### config.mk
export PLATFORM = sky130hd
export DESIGN_NAME = queued_tone_effect_sequencer
export DESIGN_NICKNAME = d
export VERILOG_FILES = /design/src/rtl/core/qtes_pkg.sv /design/src/rtl/core/qtes_queue.sv /design/src/rtl/core/qtes_player.sv /design/src/rtl/core/queued_tone_effect_sequencer.sv
export SDC_FILE = /design/constraint.sdc
export NUM_CORES = 1
export LEC_CHECK = 0
export BUFFER_PORTS_ARGS = -buffer_cell sky130_fd_sc_hd__buf_2
export CORE_UTILIZATION = 56
export DETAILED_ROUTE_END_ITERATION = 10
export PLACE_DENSITY = 0.79
export SETUP_SLACK_MARGIN = 0.05
export SYNTH_ARGS = -nofsm -noshare
export SYNTH_HDL_FRONTEND = slang
export SYNTH_SLANG_ARGS = --single-unit
### constraint.sdc
create_clock -name clk_i -period 6.8 [get_ports clk_i]
set_input_delay 0 -clock clk_i [delete_from_list [all_inputs] [get_ports clk_i]]
set_output_delay 0 -clock clk_i [all_outputs]
set_load 0.01 [all_outputs]
### src/rtl/core/qtes_pkg.sv
package qtes_pkg;

  localparam int unsigned QUEUE_DEPTH = 4;
  localparam int unsigned QIDX_W      = (QUEUE_DEPTH > 1) ? $clog2(QUEUE_DEPTH) : 1;
  localparam int unsigned QCNT_W      = $clog2(QUEUE_DEPTH + 1);
  localparam int unsigned NUM_EFFECTS = 10;

  typedef enum logic [1:0] {
    CMD_TICK  = 2'd0,
    CMD_PLAY  = 2'd1,
    CMD_STOP  = 2'd2,
    CMD_BEGIN = 2'd3
  } cmd_e;

  typedef enum logic [1:0] {
    EV_NONE = 2'd0,
    EV_ON   = 2'd1,
    EV_OFF  = 2'd2
  } tone_e;

  typedef struct packed {
    cmd_e        cmd;
    logic [3:0]  effect_id;
    logic [31:0] now_ms;
    logic        muted;
  } in_t;

  typedef struct packed {
    logic        accepted;
    tone_e       tone_event;
    logic [15:0] tone_hz;
    logic        busy_res;
    logic [2:0]  queued;
  } out_t;

  typedef struct packed {
    logic       push;
    logic       pop;
    logic       clear;
    logic [3:0] data;
  } qctl_t;

  typedef struct packed {
    logic [3:0]        head_data;
    logic [QCNT_W-1:0] count;
    logic              full;
    logic              empty;
  } qstat_t;

  function automatic logic [15:0] step_hz(input logic [4:0] idx);
    logic [15:0] hz;
    case (idx)
      5'd0:    hz = 16'd2000;
      5'd1:    hz = 16'd2600;
      5'd2:    hz = 16'd3300;
      5'd3:    hz = 16'd180;
      5'd4:    hz = 16'd880;
      5'd5:    hz = 16'd1175;
      5'd6:    hz = 16'd1568;
      5'd7:    hz = 16'd2093;
      5'd8:    hz = 16'd2637;
      5'd9:    hz = 16'd2637;
      5'd10:   hz = 16'd2093;
      5'd11:   hz = 16'd1568;
      5'd12:   hz = 16'd1175;
      5'd13:   hz = 16'd880;
      5'd14:   hz = 16'd2200;
      5'd15:   hz = 16'd0;
      5'd16:   hz = 16'd2200;
      5'd17:   hz = 16'd3100;
      5'd18:   hz = 16'd420;
      5'd19:   hz = 16'd2600;
      5'd20:   hz = 16'd520;
      5'd21:   hz = 16'd3400;
      5'd22:   hz = 16'd330;
      5'd23:   hz = 16'd3600;
      5'd24:   hz = 16'd1046;
      5'd25:   hz = 16'd1318;
      5'd26:   hz = 16'd1568;
      5'd27:   hz = 16'd2093;
      5'd28:   hz = 16'd2637;
      default: hz = 16'd0;
    endcase
    return hz;
  endfunction

  function automatic logic [7:0] step_ms(input logic [4:0] idx);
    logic [7:0] ms;
    case (idx)
      5'd0:                      ms = 8'd60;
      5'd1, 5'd2:                ms = 8'd25;
      5'd3:                      ms = 8'd140;
      5'd4, 5'd5, 5'd6, 5'd7,
      5'd8, 5'd9, 5'd10, 5'd11,
      5'd12, 5'd13:              ms = 8'd40;
      5'd14, 5'd15, 5'd16:       ms = 8'd45;
      5'd17, 5'd18, 5'd19,
      5'd20, 5'd21, 5'd22:       ms = 8'd25;
      5'd23:                     ms = 8'd12;
      5'd24, 5'd25, 5'd26,
      5'd27:                     ms = 8'd45;
      5'd28:                     ms = 8'd140;
      default:                   ms = 8'd0;
    endcase
    return ms;
  endfunction

  function automatic logic [4:0] eff_first(input logic [3:0] eff);
    logic [4:0] first;
    case (eff)
      4'd1:    first = 5'd0;
      4'd2:    first = 5'd1;
      4'd3:    first = 5'd3;
      4'd4:    first = 5'd4;
      4'd5:    first = 5'd9;
      4'd6:    first = 5'd14;
      4'd7:    first = 5'd17;
      4'd8:    first = 5'd23;
      4'd9:    first = 5'd24;
      default: first = 5'd0;
    endcase
    return first;
  endfunction

  function automatic logic [2:0] eff_count(input logic [3:0] eff);
    logic [2:0] cnt;
    case (eff)
      4'd1:    cnt = 3'd1;
      4'd2:    cnt = 3'd2;
      4'd3:    cnt = 3'd1;
      4'd4:    cnt = 3'd5;
      4'd5:    cnt = 3'd5;
      4'd6:    cnt = 3'd3;
      4'd7:    cnt = 3'd6;
      4'd8:    cnt = 3'd1;
      4'd9:    cnt = 3'd5;
      default: cnt = 3'd0;
    endcase
    return cnt;
  endfunction

endpackage

### src/rtl/core/qtes_queue.sv
module qtes_queue (
  input  logic            clk_i,
  input  logic            rst_ni,
  input  qtes_pkg::qctl_t ctl_i,
  output qtes_pkg::qstat_t stat_o
);

  logic [3:0]                  store_q [qtes_pkg::QUEUE_DEPTH];
  logic [qtes_pkg::QIDX_W-1:0] head_q, head_d;
  logic [qtes_pkg::QCNT_W-1:0] count_q, count_d;
  logic [qtes_pkg::QCNT_W:0]   tail_sum;
  logic [qtes_pkg::QIDX_W-1:0] tail;

  always_comb begin
    tail_sum = (qtes_pkg::QCNT_W + 1)'(head_q) + (qtes_pkg::QCNT_W + 1)'(count_q);
    if (tail_sum >= (qtes_pkg::QCNT_W + 1)'(qtes_pkg::QUEUE_DEPTH)) begin
      tail_sum = tail_sum - (qtes_pkg::QCNT_W + 1)'(qtes_pkg::QUEUE_DEPTH);
    end
    tail = qtes_pkg::QIDX_W'(tail_sum);
  end

  always_comb begin
    head_d  = head_q;
    count_d = count_q;
    if (ctl_i.clear) begin
      head_d  = '0;
      count_d = '0;
    end else if (ctl_i.push) begin
      count_d = count_q + 1'b1;
    end else if (ctl_i.pop) begin
      count_d = count_q - 1'b1;
      if (head_q == qtes_pkg::QIDX_W'(qtes_pkg::QUEUE_DEPTH - 1)) begin
        head_d = '0;
      end else begin
        head_d = head_q + 1'b1;
      end
    end
  end

  always_ff @(posedge clk_i or negedge rst_ni) begin
    if (!rst_ni) begin
      head_q  <= '0;
      count_q <= '0;
    end else begin
      head_q  <= head_d;
      count_q <= count_d;
    end
  end

  always_ff @(posedge clk_i) begin
    if (ctl_i.push && !ctl_i.clear) begin
      store_q[tail] <= ctl_i.data;
    end
  end

  assign stat_o.head_data = store_q[head_q];
  assign stat_o.count     = count_q;
  assign stat_o.full      = (count_q == qtes_pkg::QCNT_W'(qtes_pkg::QUEUE_DEPTH));
  assign stat_o.empty     = (count_q == '0);

endmodule

### src/rtl/core/qtes_player.sv
module qtes_player (
  input  logic             clk_i,
  input  logic             rst_ni,
  input  logic             fire_i,
  input  qtes_pkg::in_t    word_i,
  input  qtes_pkg::qstat_t qstat_i,
  output qtes_pkg::qctl_t  qctl_o,
  output qtes_pkg::out_t   res_o
);

  logic [3:0]  cur_q, cur_d;
  logic [2:0]  step_q, step_d;
  logic [31:0] stamp_q, stamp_d;
  logic        pin_q, pin_d;

  logic [4:0]  first;
  logic [4:0]  cur_idx;
  logic [7:0]  dur;
  logic [31:0] elapsed;
  logic [3:0]  next_step;
  logic        start_step;
  logic [4:0]  start_idx;
  logic [15:0] start_hz;
  logic [qtes_pkg::QCNT_W-1:0] count_after;

  always_comb begin
    first     = qtes_pkg::eff_first(cur_q);
    cur_idx   = first + 5'(step_q);
    dur       = qtes_pkg::step_ms(cur_idx);
    elapsed   = word_i.now_ms - stamp_q;
    next_step = 4'(step_q) + 4'd1;

    cur_d      = cur_q;
    step_d     = step_q;
    stamp_d    = stamp_q;
    pin_d      = pin_q;
    start_step = 1'b0;
    start_idx  = '0;
    start_hz   = '0;
    qctl_o     = '0;
    qctl_o.data = word_i.effect_id;
    res_o      = '0;
    res_o.tone_event = qtes_pkg::EV_NONE;

    case (word_i.cmd)
      qtes_pkg::CMD_TICK: begin
        if (word_i.muted) begin
          qctl_o.clear = 1'b1;
          if (cur_q != '0 || pin_q) begin
            cur_d  = '0;
            step_d = '0;
            pin_d  = 1'b0;
            res_o.tone_event = qtes_pkg::EV_OFF;
          end
        end else if (cur_q == '0) begin
          if (!qstat_i.empty) begin
            qctl_o.pop = 1'b1;
            cur_d      = qstat_i.head_data;
            step_d     = '0;
            stamp_d    = word_i.now_ms;
            start_step = 1'b1;
            start_idx  = qtes_pkg::eff_first(qstat_i.head_data);
          end
        end else if (elapsed >= 32'(dur)) begin
          if (next_step >= 4'(qtes_pkg::eff_count(cur_q))) begin
            cur_d  = '0;
            step_d = '0;
            pin_d  = 1'b0;
            res_o.tone_event = qtes_pkg::EV_OFF;
          end else begin
            step_d     = 3'(next_step);
            stamp_d    = word_i.now_ms;
            start_step = 1'b1;
            start_idx  = first + 5'(next_step);
          end
        end
      end
      qtes_pkg::CMD_PLAY: begin
        if (word_i.effect_id != 4'd0 && word_i.effect_id < 4'(qtes_pkg::NUM_EFFECTS) &&
            !word_i.muted && !qstat_i.full) begin
          qctl_o.push    = 1'b1;
          res_o.accepted = 1'b1;
        end
      end
      qtes_pkg::CMD_STOP: begin
        qctl_o.clear = 1'b1;
        if (cur_q != '0 || pin_q) begin
          cur_d  = '0;
          step_d = '0;
          pin_d  = 1'b0;
          res_o.tone_event = qtes_pkg::EV_OFF;
        end
      end
      qtes_pkg::CMD_BEGIN: begin
        qctl_o.clear = 1'b1;
        cur_d   = '0;
        step_d  = '0;
        stamp_d = '0;
        pin_d   = 1'b0;
        res_o.tone_event = qtes_pkg::EV_OFF;
      end
      default: begin
        res_o.tone_event = qtes_pkg::EV_NONE;
      end
    endcase

    if (start_step) begin
      start_hz = qtes_pkg::step_hz(start_idx);
      if (start_hz == 16'd0) begin
        pin_d = 1'b0;
        res_o.tone_event = qtes_pkg::EV_OFF;
      end else begin
        pin_d = 1'b1;
        res_o.tone_event = qtes_pkg::EV_ON;
        res_o.tone_hz    = start_hz;
      end
    end

    if (qctl_o.clear) begin
      count_after = '0;
    end else if (qctl_o.push) begin
      count_after = qstat_i.count + 1'b1;
    end else if (qctl_o.pop) begin
      count_after = qstat_i.count - 1'b1;
    end else begin
      count_after = qstat_i.count;
    end

    res_o.busy_res = (cur_d != '0);
    res_o.queued   = 3'(count_after);

    if (!fire_i) begin
      qctl_o.push  = 1'b0;
      qctl_o.pop   = 1'b0;
      qctl_o.clear = 1'b0;
    end
  end

  always_ff @(posedge clk_i or negedge rst_ni) begin
    if (!rst_ni) begin
      cur_q   <= '0;
      step_q  <= '0;
      stamp_q <= '0;
      pin_q   <= 1'b0;
    end else if (fire_i) begin
      cur_q   <= cur_d;
      step_q  <= step_d;
      stamp_q <= stamp_d;
      pin_q   <= pin_d;
    end
  end

endmodule

### src/rtl/core/queued_tone_effect_sequencer.sv
// Flow: a word in the input register has its result word registered in the result
// register when that register is empty or being drained, then offered at the output.
// Throughput: one word per cycle while the output is not stalled; the queue access, step
// table lookup and 32-bit elapsed time compare all fit between input and result registers.
// Reset: rst_ni clears the queue pointers, the playing effect, its step index and stamp, the
// pin flag and both pipeline valid flags; the queue storage itself is not cleared.
module queued_tone_effect_sequencer (
  input  logic           clk_i,
  input  logic           rst_ni,
  input  logic           in_valid_i,
  output logic           in_stall_o,
  input  qtes_pkg::in_t  in_word_i,
  output logic           out_valid_o,
  input  logic           out_stall_i,
  output qtes_pkg::out_t out_word_o
);

  logic             s1_valid_q, s1_valid_d;
  qtes_pkg::in_t    s1_word_q;
  logic             res_valid_q, res_valid_d;
  qtes_pkg::out_t   res_q;
  qtes_pkg::out_t   res_d;
  qtes_pkg::qctl_t  qctl;
  qtes_pkg::qstat_t qstat;
  logic             res_ready;
  logic             fire;
  logic             in_take;

  assign res_ready  = !res_valid_q || !out_stall_i;
  assign fire       = s1_valid_q && res_ready;
  assign in_stall_o = s1_valid_q && !res_ready;
  assign in_take    = in_valid_i && !in_stall_o;

  qtes_queue u_queue (
    .clk_i  (clk_i),
    .rst_ni (rst_ni),
    .ctl_i  (qctl),
    .stat_o (qstat)
  );

  qtes_player u_player (
    .clk_i   (clk_i),
    .rst_ni  (rst_ni),
    .fire_i  (fire),
    .word_i  (s1_word_q),
    .qstat_i (qstat),
    .qctl_o  (qctl),
    .res_o   (res_d)
  );

  always_comb begin
    s1_valid_d = s1_valid_q;
    if (in_take) begin
      s1_valid_d = 1'b1;
    end else if (fire) begin
      s1_valid_d = 1'b0;
    end
    res_valid_d = res_valid_q;
    if (fire) begin
      res_valid_d = 1'b1;
    end else if (res_valid_q && !out_stall_i) begin
      res_valid_d = 1'b0;
    end
  end

  always_ff @(posedge clk_i or negedge rst_ni) begin
    if (!rst_ni) begin
      s1_valid_q  <= 1'b0;
      res_valid_q <= 1'b0;
    end else begin
      s1_valid_q  <= s1_valid_d;
      res_valid_q <= res_valid_d;
    end
  end

  always_ff @(posedge clk_i) begin
    if (in_take) begin
      s1_word_q <= in_word_i;
    end
    if (fire) begin
      res_q <= res_d;
    end
  end

  assign out_valid_o = res_valid_q;
  assign out_word_o  = res_q;

  a_no_fire_when_blocked: assert property (@(posedge clk_i) disable iff (!rst_ni)
    (res_valid_q && out_stall_i) |-> !fire)
    else $error("input register advanced while the result word was stalled");

  a_accept_fills_queue: assert property (@(posedge clk_i) disable iff (!rst_ni)
    (fire && res_d.accepted) |=> !qstat.empty)
    else $error("accepted play left the queue empty");

  a_tone_on_has_freq: assert property (@(posedge clk_i) disable iff (!rst_ni)
    (fire && res_d.tone_event == qtes_pkg::EV_ON) |-> res_d.tone_hz != 16'd0)
    else $error("tone on reported with zero frequency");

  a_begin_clears: assert property (@(posedge clk_i) disable iff (!rst_ni)
    (fire && s1_word_q.cmd == qtes_pkg::CMD_BEGIN) |=>
      (qstat.empty && !res_q.busy_res && res_q.tone_event == qtes_pkg::EV_OFF))
    else $error("begin did not clear the queue and the playing effect");

endmodule

# == Word level (Yosys, flattened, before mapping) ==
# Memory sizes are Yosys's and may differ from the RTL's.
# Cells that the tools add are included.
# totals
ff_bits,109
ram_bits,16
mem_bits_ro,784
output_inout_bits,25
elab_cells,167
mem_count,6
# op_classes
n_addsub,9
magnitude_cmp,4
n_eq_ne,15
muxes,78
bitwise_logic,1
n_reduce_logical,37
# mem_list
memory,depth,word_bits,read_ports,rd_ports_with_merged_regs,write_ports,line,rtl
(no name shown),32,12,1,0,0,qtes_pkg.sv:52,case (idx)
(no name shown),32,6,1,0,0,qtes_pkg.sv:89,case (idx)
(no name shown),16,5,1,0,0,qtes_pkg.sv:110,case (eff)
(no name shown),16,5,1,0,0,qtes_pkg.sv:110,
(no name shown),16,3,1,0,0,qtes_pkg.sv:127,case (eff)
u_queue.store_q,4,4,1,0,1,qtes_queue.sv:8,logic [3:0] store_q [qtes_pkg::QUEUE_DEPTH];
# op_table
op,n
$mux 32,5
$pmux 32 s2,1
$mux 3,16
$ge 32x8->1,1
$mux 16,2
$sub 32x32->32,1
$mux 5,6
$mux 1,25
$mux 4,6
$mux 2,11
$mux 18,1
$logic_not 16->1,1
$reduce_bool 4->1,4
$ne 4x2->1 const B,3
$pmux 4 s3,1
$pmux 3 s3,1
$logic_and 1x1->1,8
$reduce_bool 2->1,4
$logic_not 1->1,7
$eq 2x2->1 const B,3
$pmux 2 s3,1
$reduce_and 6->1,1
$reduce_bool 3->1,2
$add 5x3->5,1
other kinds (29),32

# == Depth between registers and ports, before layout ==
# An unclocked memory read counts as a cell.
# logic_depth
word_depth,19
depth_mapped,34
ltp_nobuf,34

# == By module ==
# From an unflattened synthesis, not the netlist that was laid out.
# unflattened
cells_unflattened,1025
hier_area_um2,9235.1
# modules_own_cells
module,instances,cells_per_inst,area_per_inst_um2,seq_area_each_um2
qtes_player,1,898,6357.3,1001.0
queued_tone_effect_sequencer,1,70,1954.4,1911.8
qtes_queue,1,57,923.4,605.6

# == Least setup slack after synthesis ==
# OpenSTA, ideal clock, no wires.
# synth_timing
path_kind,flip-flop to flip-flop
from,register u_player.cur_q[1]
to,"register res_q (netlist bit out_word_o[21]), data pin"
arrival_time_ps,6250
required_time_ps,6544
slack_ps,294
stages_incl_launch_ff,35
n_path_buf,0
synth_period_minus_slack_ps,6506
cell_sequence,dfrtp_1 inv_1 ha_1 nand2_1 o21ai_0 nor2_1 a21oi_1 ha_1 inv_1 fa_1 nor2b_1 o21ai_0 xnor2_1 nor3_1 a221o_1 ha_1 nor4b_1 nor2_1 o2111ai_1 nor2_1 nor4_1 and4b_1 nand4_4 o311ai_4 nand2_2 nand2_1 inv_1 ha_1 inv_1 a21oi_1 o31ai_1 o32ai_2 o2111ai_1 and4bb_1 a22o_1
# synth_lines
element,line,rtl
start: declaration,qtes_player.sv:11,"logic [3:0] cur_q, cur_d;"
start signal: assignment,qtes_player.sv:146,cur_q <= cur_d;
end signal: assignment,queued_tone_effect_sequencer.sv:81,res_q <= res_d;
end: declaration,queued_tone_effect_sequencer.sv:21,qtes_pkg::out_t res_q;

==> impl_metrics.ini <==
[timing]
finalCritPeriodShare_pct = 94.8
clock_skew_ps = 14.9
setup_slack_ps = 354
slew_headroom_pct = 33.8
finalMaxSlewViolations = 0
worst_pin_slew_ps = 985
rsz0062_at_grt = yes
final_hold_viol_count = 0
layout_min_cycle_time_ps = 6450
clock.fmax_mhz = 155
finalSetupViolations = 0

[power]
leakagePower_nw = 4.64
powerDensity_mw_per_mm2 = 329
p_switching_w = 0.00162
pwr-share-seq_pct = 26.3
intPower_w = 0.00210
swShare_pct = 43.5
clkPwrFrac_pct = 25.1
combPwrFrac_pct = 48.7
ir_drop_mv = 0.274

[route]
vias = 8515
ant_nets = 0
via_per_inst = 6.10
finalWirelength_mm = 24.4
firstDrtPassIters = 6
drc = 0
drt_iter0_markers = 1096
wl_per_cell_um = 17.5

[place]
pre_cts_ws_ps = -42.6
place.gp.congestion = 0.941
numPlacedInstances = 1317
io_buffers = 63
hpwl_mm = 17.2

[logic_synthesis]
avgSynthCellArea_um2 = 9.07
synth_cell_types = 104
async_flop_share_pct = 38.8
synth_edf_count = 74
synthTopCellsByArea = edfxtp_1 23%, dfrtp_1 12%, ha_1 10%
ys_seq_elements = 121
ys_seq_area_share_pct = 35.4
synth.cell_area_mm2 = 0.00961
ys.flop_type = edfxtp_1
yosys_warnings = 0
yosys.area.top_type = edfxtp_1
synth.top_cell.area_share_pct = 23.1
synthesis.instances = 1060

[die]
fp.coreArea_mm2 = 0.0167
die_h_um = 133
ioPinCount = 68
die_width_um = 133
rows = 47
die-area_mm2 = 0.0177
initial_utilization_pct = 57.6

[layout]
utilization_pct = 67.7
nNetsFinal = 1288
diodes = 0
final_cells = 1397
drive_gt1_share_pct = 18.3
area_growth_pct = 17.5

[grt]
antenna_found_initial = 0
grt_max_degree = 65
grt_pass1_wl_mm = 39.7
grt_pass1_vias = 7964
track_usage_pct = 28.3
grt-ovfl-total = 0

[setup_path]
crit_required_ps = 6990
crit_top_cell = ha_1
worstSetupPathType = flop to flop
slowest_delay_ps = 390
arrival_ps = 6640
end_kind = flop
cp_max_fo = 9
cp-start-kind = flop
critPathSlowestCell = dfrtp_1

[job]
cap_violations = 0

[worst_hold_path]
min_path_type = input port to asynchronous set/reset pin

[cts]
clock_sinks = 121
clk_pin_slew_ps = 70
cts_made_buffers = 17
insertion_delay_ps = 440
cts_tree = built
clock-root-buffer = clkbuf_16
clock_path_buffers = 2
ctsHtreeMaxLevel = 4

[outcome]
status = completed
-- cells by family (layout without fill, tap and decap cells) --
kind of cell | Yosys count | count (layout) | share of synthesized area (%)
flops | 121 | 121 | 35.4
xor+xnor | 28 | 28 | 2.71
simple gates | 358 | 358 | 18.8
fa+ha+maj | 81 | 81 | 10.8
mux | 14 | 14 | 1.99
buf+inv | 123 | 237 | 5.69
compound gates | 334 | 334 | 24.7
other cells | 1 | 4 | 0.0390
-- cells in the mapped netlist, types with 7 or more instances --
master,n
a211oi_1,15
a21o_1,15
a21oi_1,62
a21oi_2,10
and3_1,9
buf_2,10
buf_6,7
clkbuf_1,23
dfrtp_1,47
edfxtp_1,74
ha_1,78
inv_1,76
mux2i_1,9
nand2_1,124
nand2b_1,40
nand3_1,18
nand4_1,16
nor2_1,76
nor2b_1,8
nor3_1,19
nor4_1,7
o211ai_1,13
o21a_1,11
o21ai_0,93
o22ai_1,9
o31ai_1,8
or3_1,8
xnor2_1,16
xor2_1,10
-- power groups by stage --
stage	registers (W)	clock network, W	logic, W
floorplan	0.000968	0	0.00134
global placement	0.000984	0	0.00167
detailed placement	0.000987	0	0.00170
CTS	0.000975	0.000942	0.00174
global route	0.000992	0.000966	0.00199
finish	0.000976	0.000931	0.00181
-- stage by stage --
step           area (µm²)  power, W  hold slack, ps  TNS [ps]
6_report            11300   0.00371             223         0
3_3_place_gp        10100   0.00266             166         0
4_1_cts             11100   0.00366             258         0
3_5_place_dp        10100   0.00269             175     -42.6
2_1_floorplan        9620   0.00231            -296         0
5_1_grt             11300   0.00395             268     -13.0
-- worst paths after layout --
path	from	slack [ps]	cells past startpoint	endpoint
setup / recovery	u_player.cur_q[1]	350	31	out_word_o[21]
hold / removal	rst_ni	220	3	u_player.stamp_q[0]
setup reg to reg	u_player.cur_q[1]	350	31	out_word_o[21]
hold reg to reg	u_player.stamp_q[21]	470	2	u_player.stamp_q[21]
max in group asynchronous	rst_ni	6090	3	u_player.cur_q[0]
min in group clk_i	in_word_i[32]	270	2	s1_word_q[32]
-- cell type report --
class                      count  area (µm²)
clock inverter                15         169
sequential                   121        3400
timing repair buffer         128         915
multi-input combinational    819        5820
fill                        1336        5400
inverter                      77         292
clock buffer                  17         425
tap                          220         275
-- sequential cells by signal (all words and copies together) (netlist names) --
signal	count
s1_word_q	39
u_player.stamp_q	32
out_word_o	19
u_queue.store_q	16
u_player.cur_q	4
u_player.step_q	3
u_queue.count_q	3
u_queue.head_q	2
out_valid_o	1
s1_valid_q	1
u_player.pin_q	1
-- repair_timing --
item                                    4_1_cts  5_1_grt
setup buffers                                 2        3
hold buffers                                 43        0
gates resized for setup                       5       36
pin swaps                                     3        9
hold endpoints to repair                     88        0
endpoints found under the setup margin        2        6
-- cell usage in the layout (no fill, tap or decap), types with 43 or more instances in the layout --
| cell type | netlist | final |
|---|---|---|
| nand2_1 | 124 | 121 |
| o21ai_0 | 93 | 90 |
| nor2_1 | 76 | 76 |
| edfxtp_1 | 74 | 74 |
| inv_1 | 76 | 72 |
| ha_1 | 78 | 71 |
| buf_2 | 10 | 63 |
| a21oi_1 | 62 | 59 |
| dfrtp_1 | 47 | 46 |
| dlygate4sd3_1 | 0 | 43 |
-- routing by layer --
layer	up-vias	wire (µm)	GRT usage [%]
met3	56	1590	5.25
li1	4104	-	-
met2	345	11600	46.1
met5	-	0	0
met4	0	460	9.00
met1	4010	10700	37.9
-- worst max-delay path, delay by kind of cell, from the launching register on --
family,cells,cell delay (ps)
simple gates,10,1820
buf+inv,3,370
xor+xnor,1,170
fa+ha+maj,4,830
flops,1,390
compound gates,13,2620
Note: power is estimated with default switching activity, not from simulation.
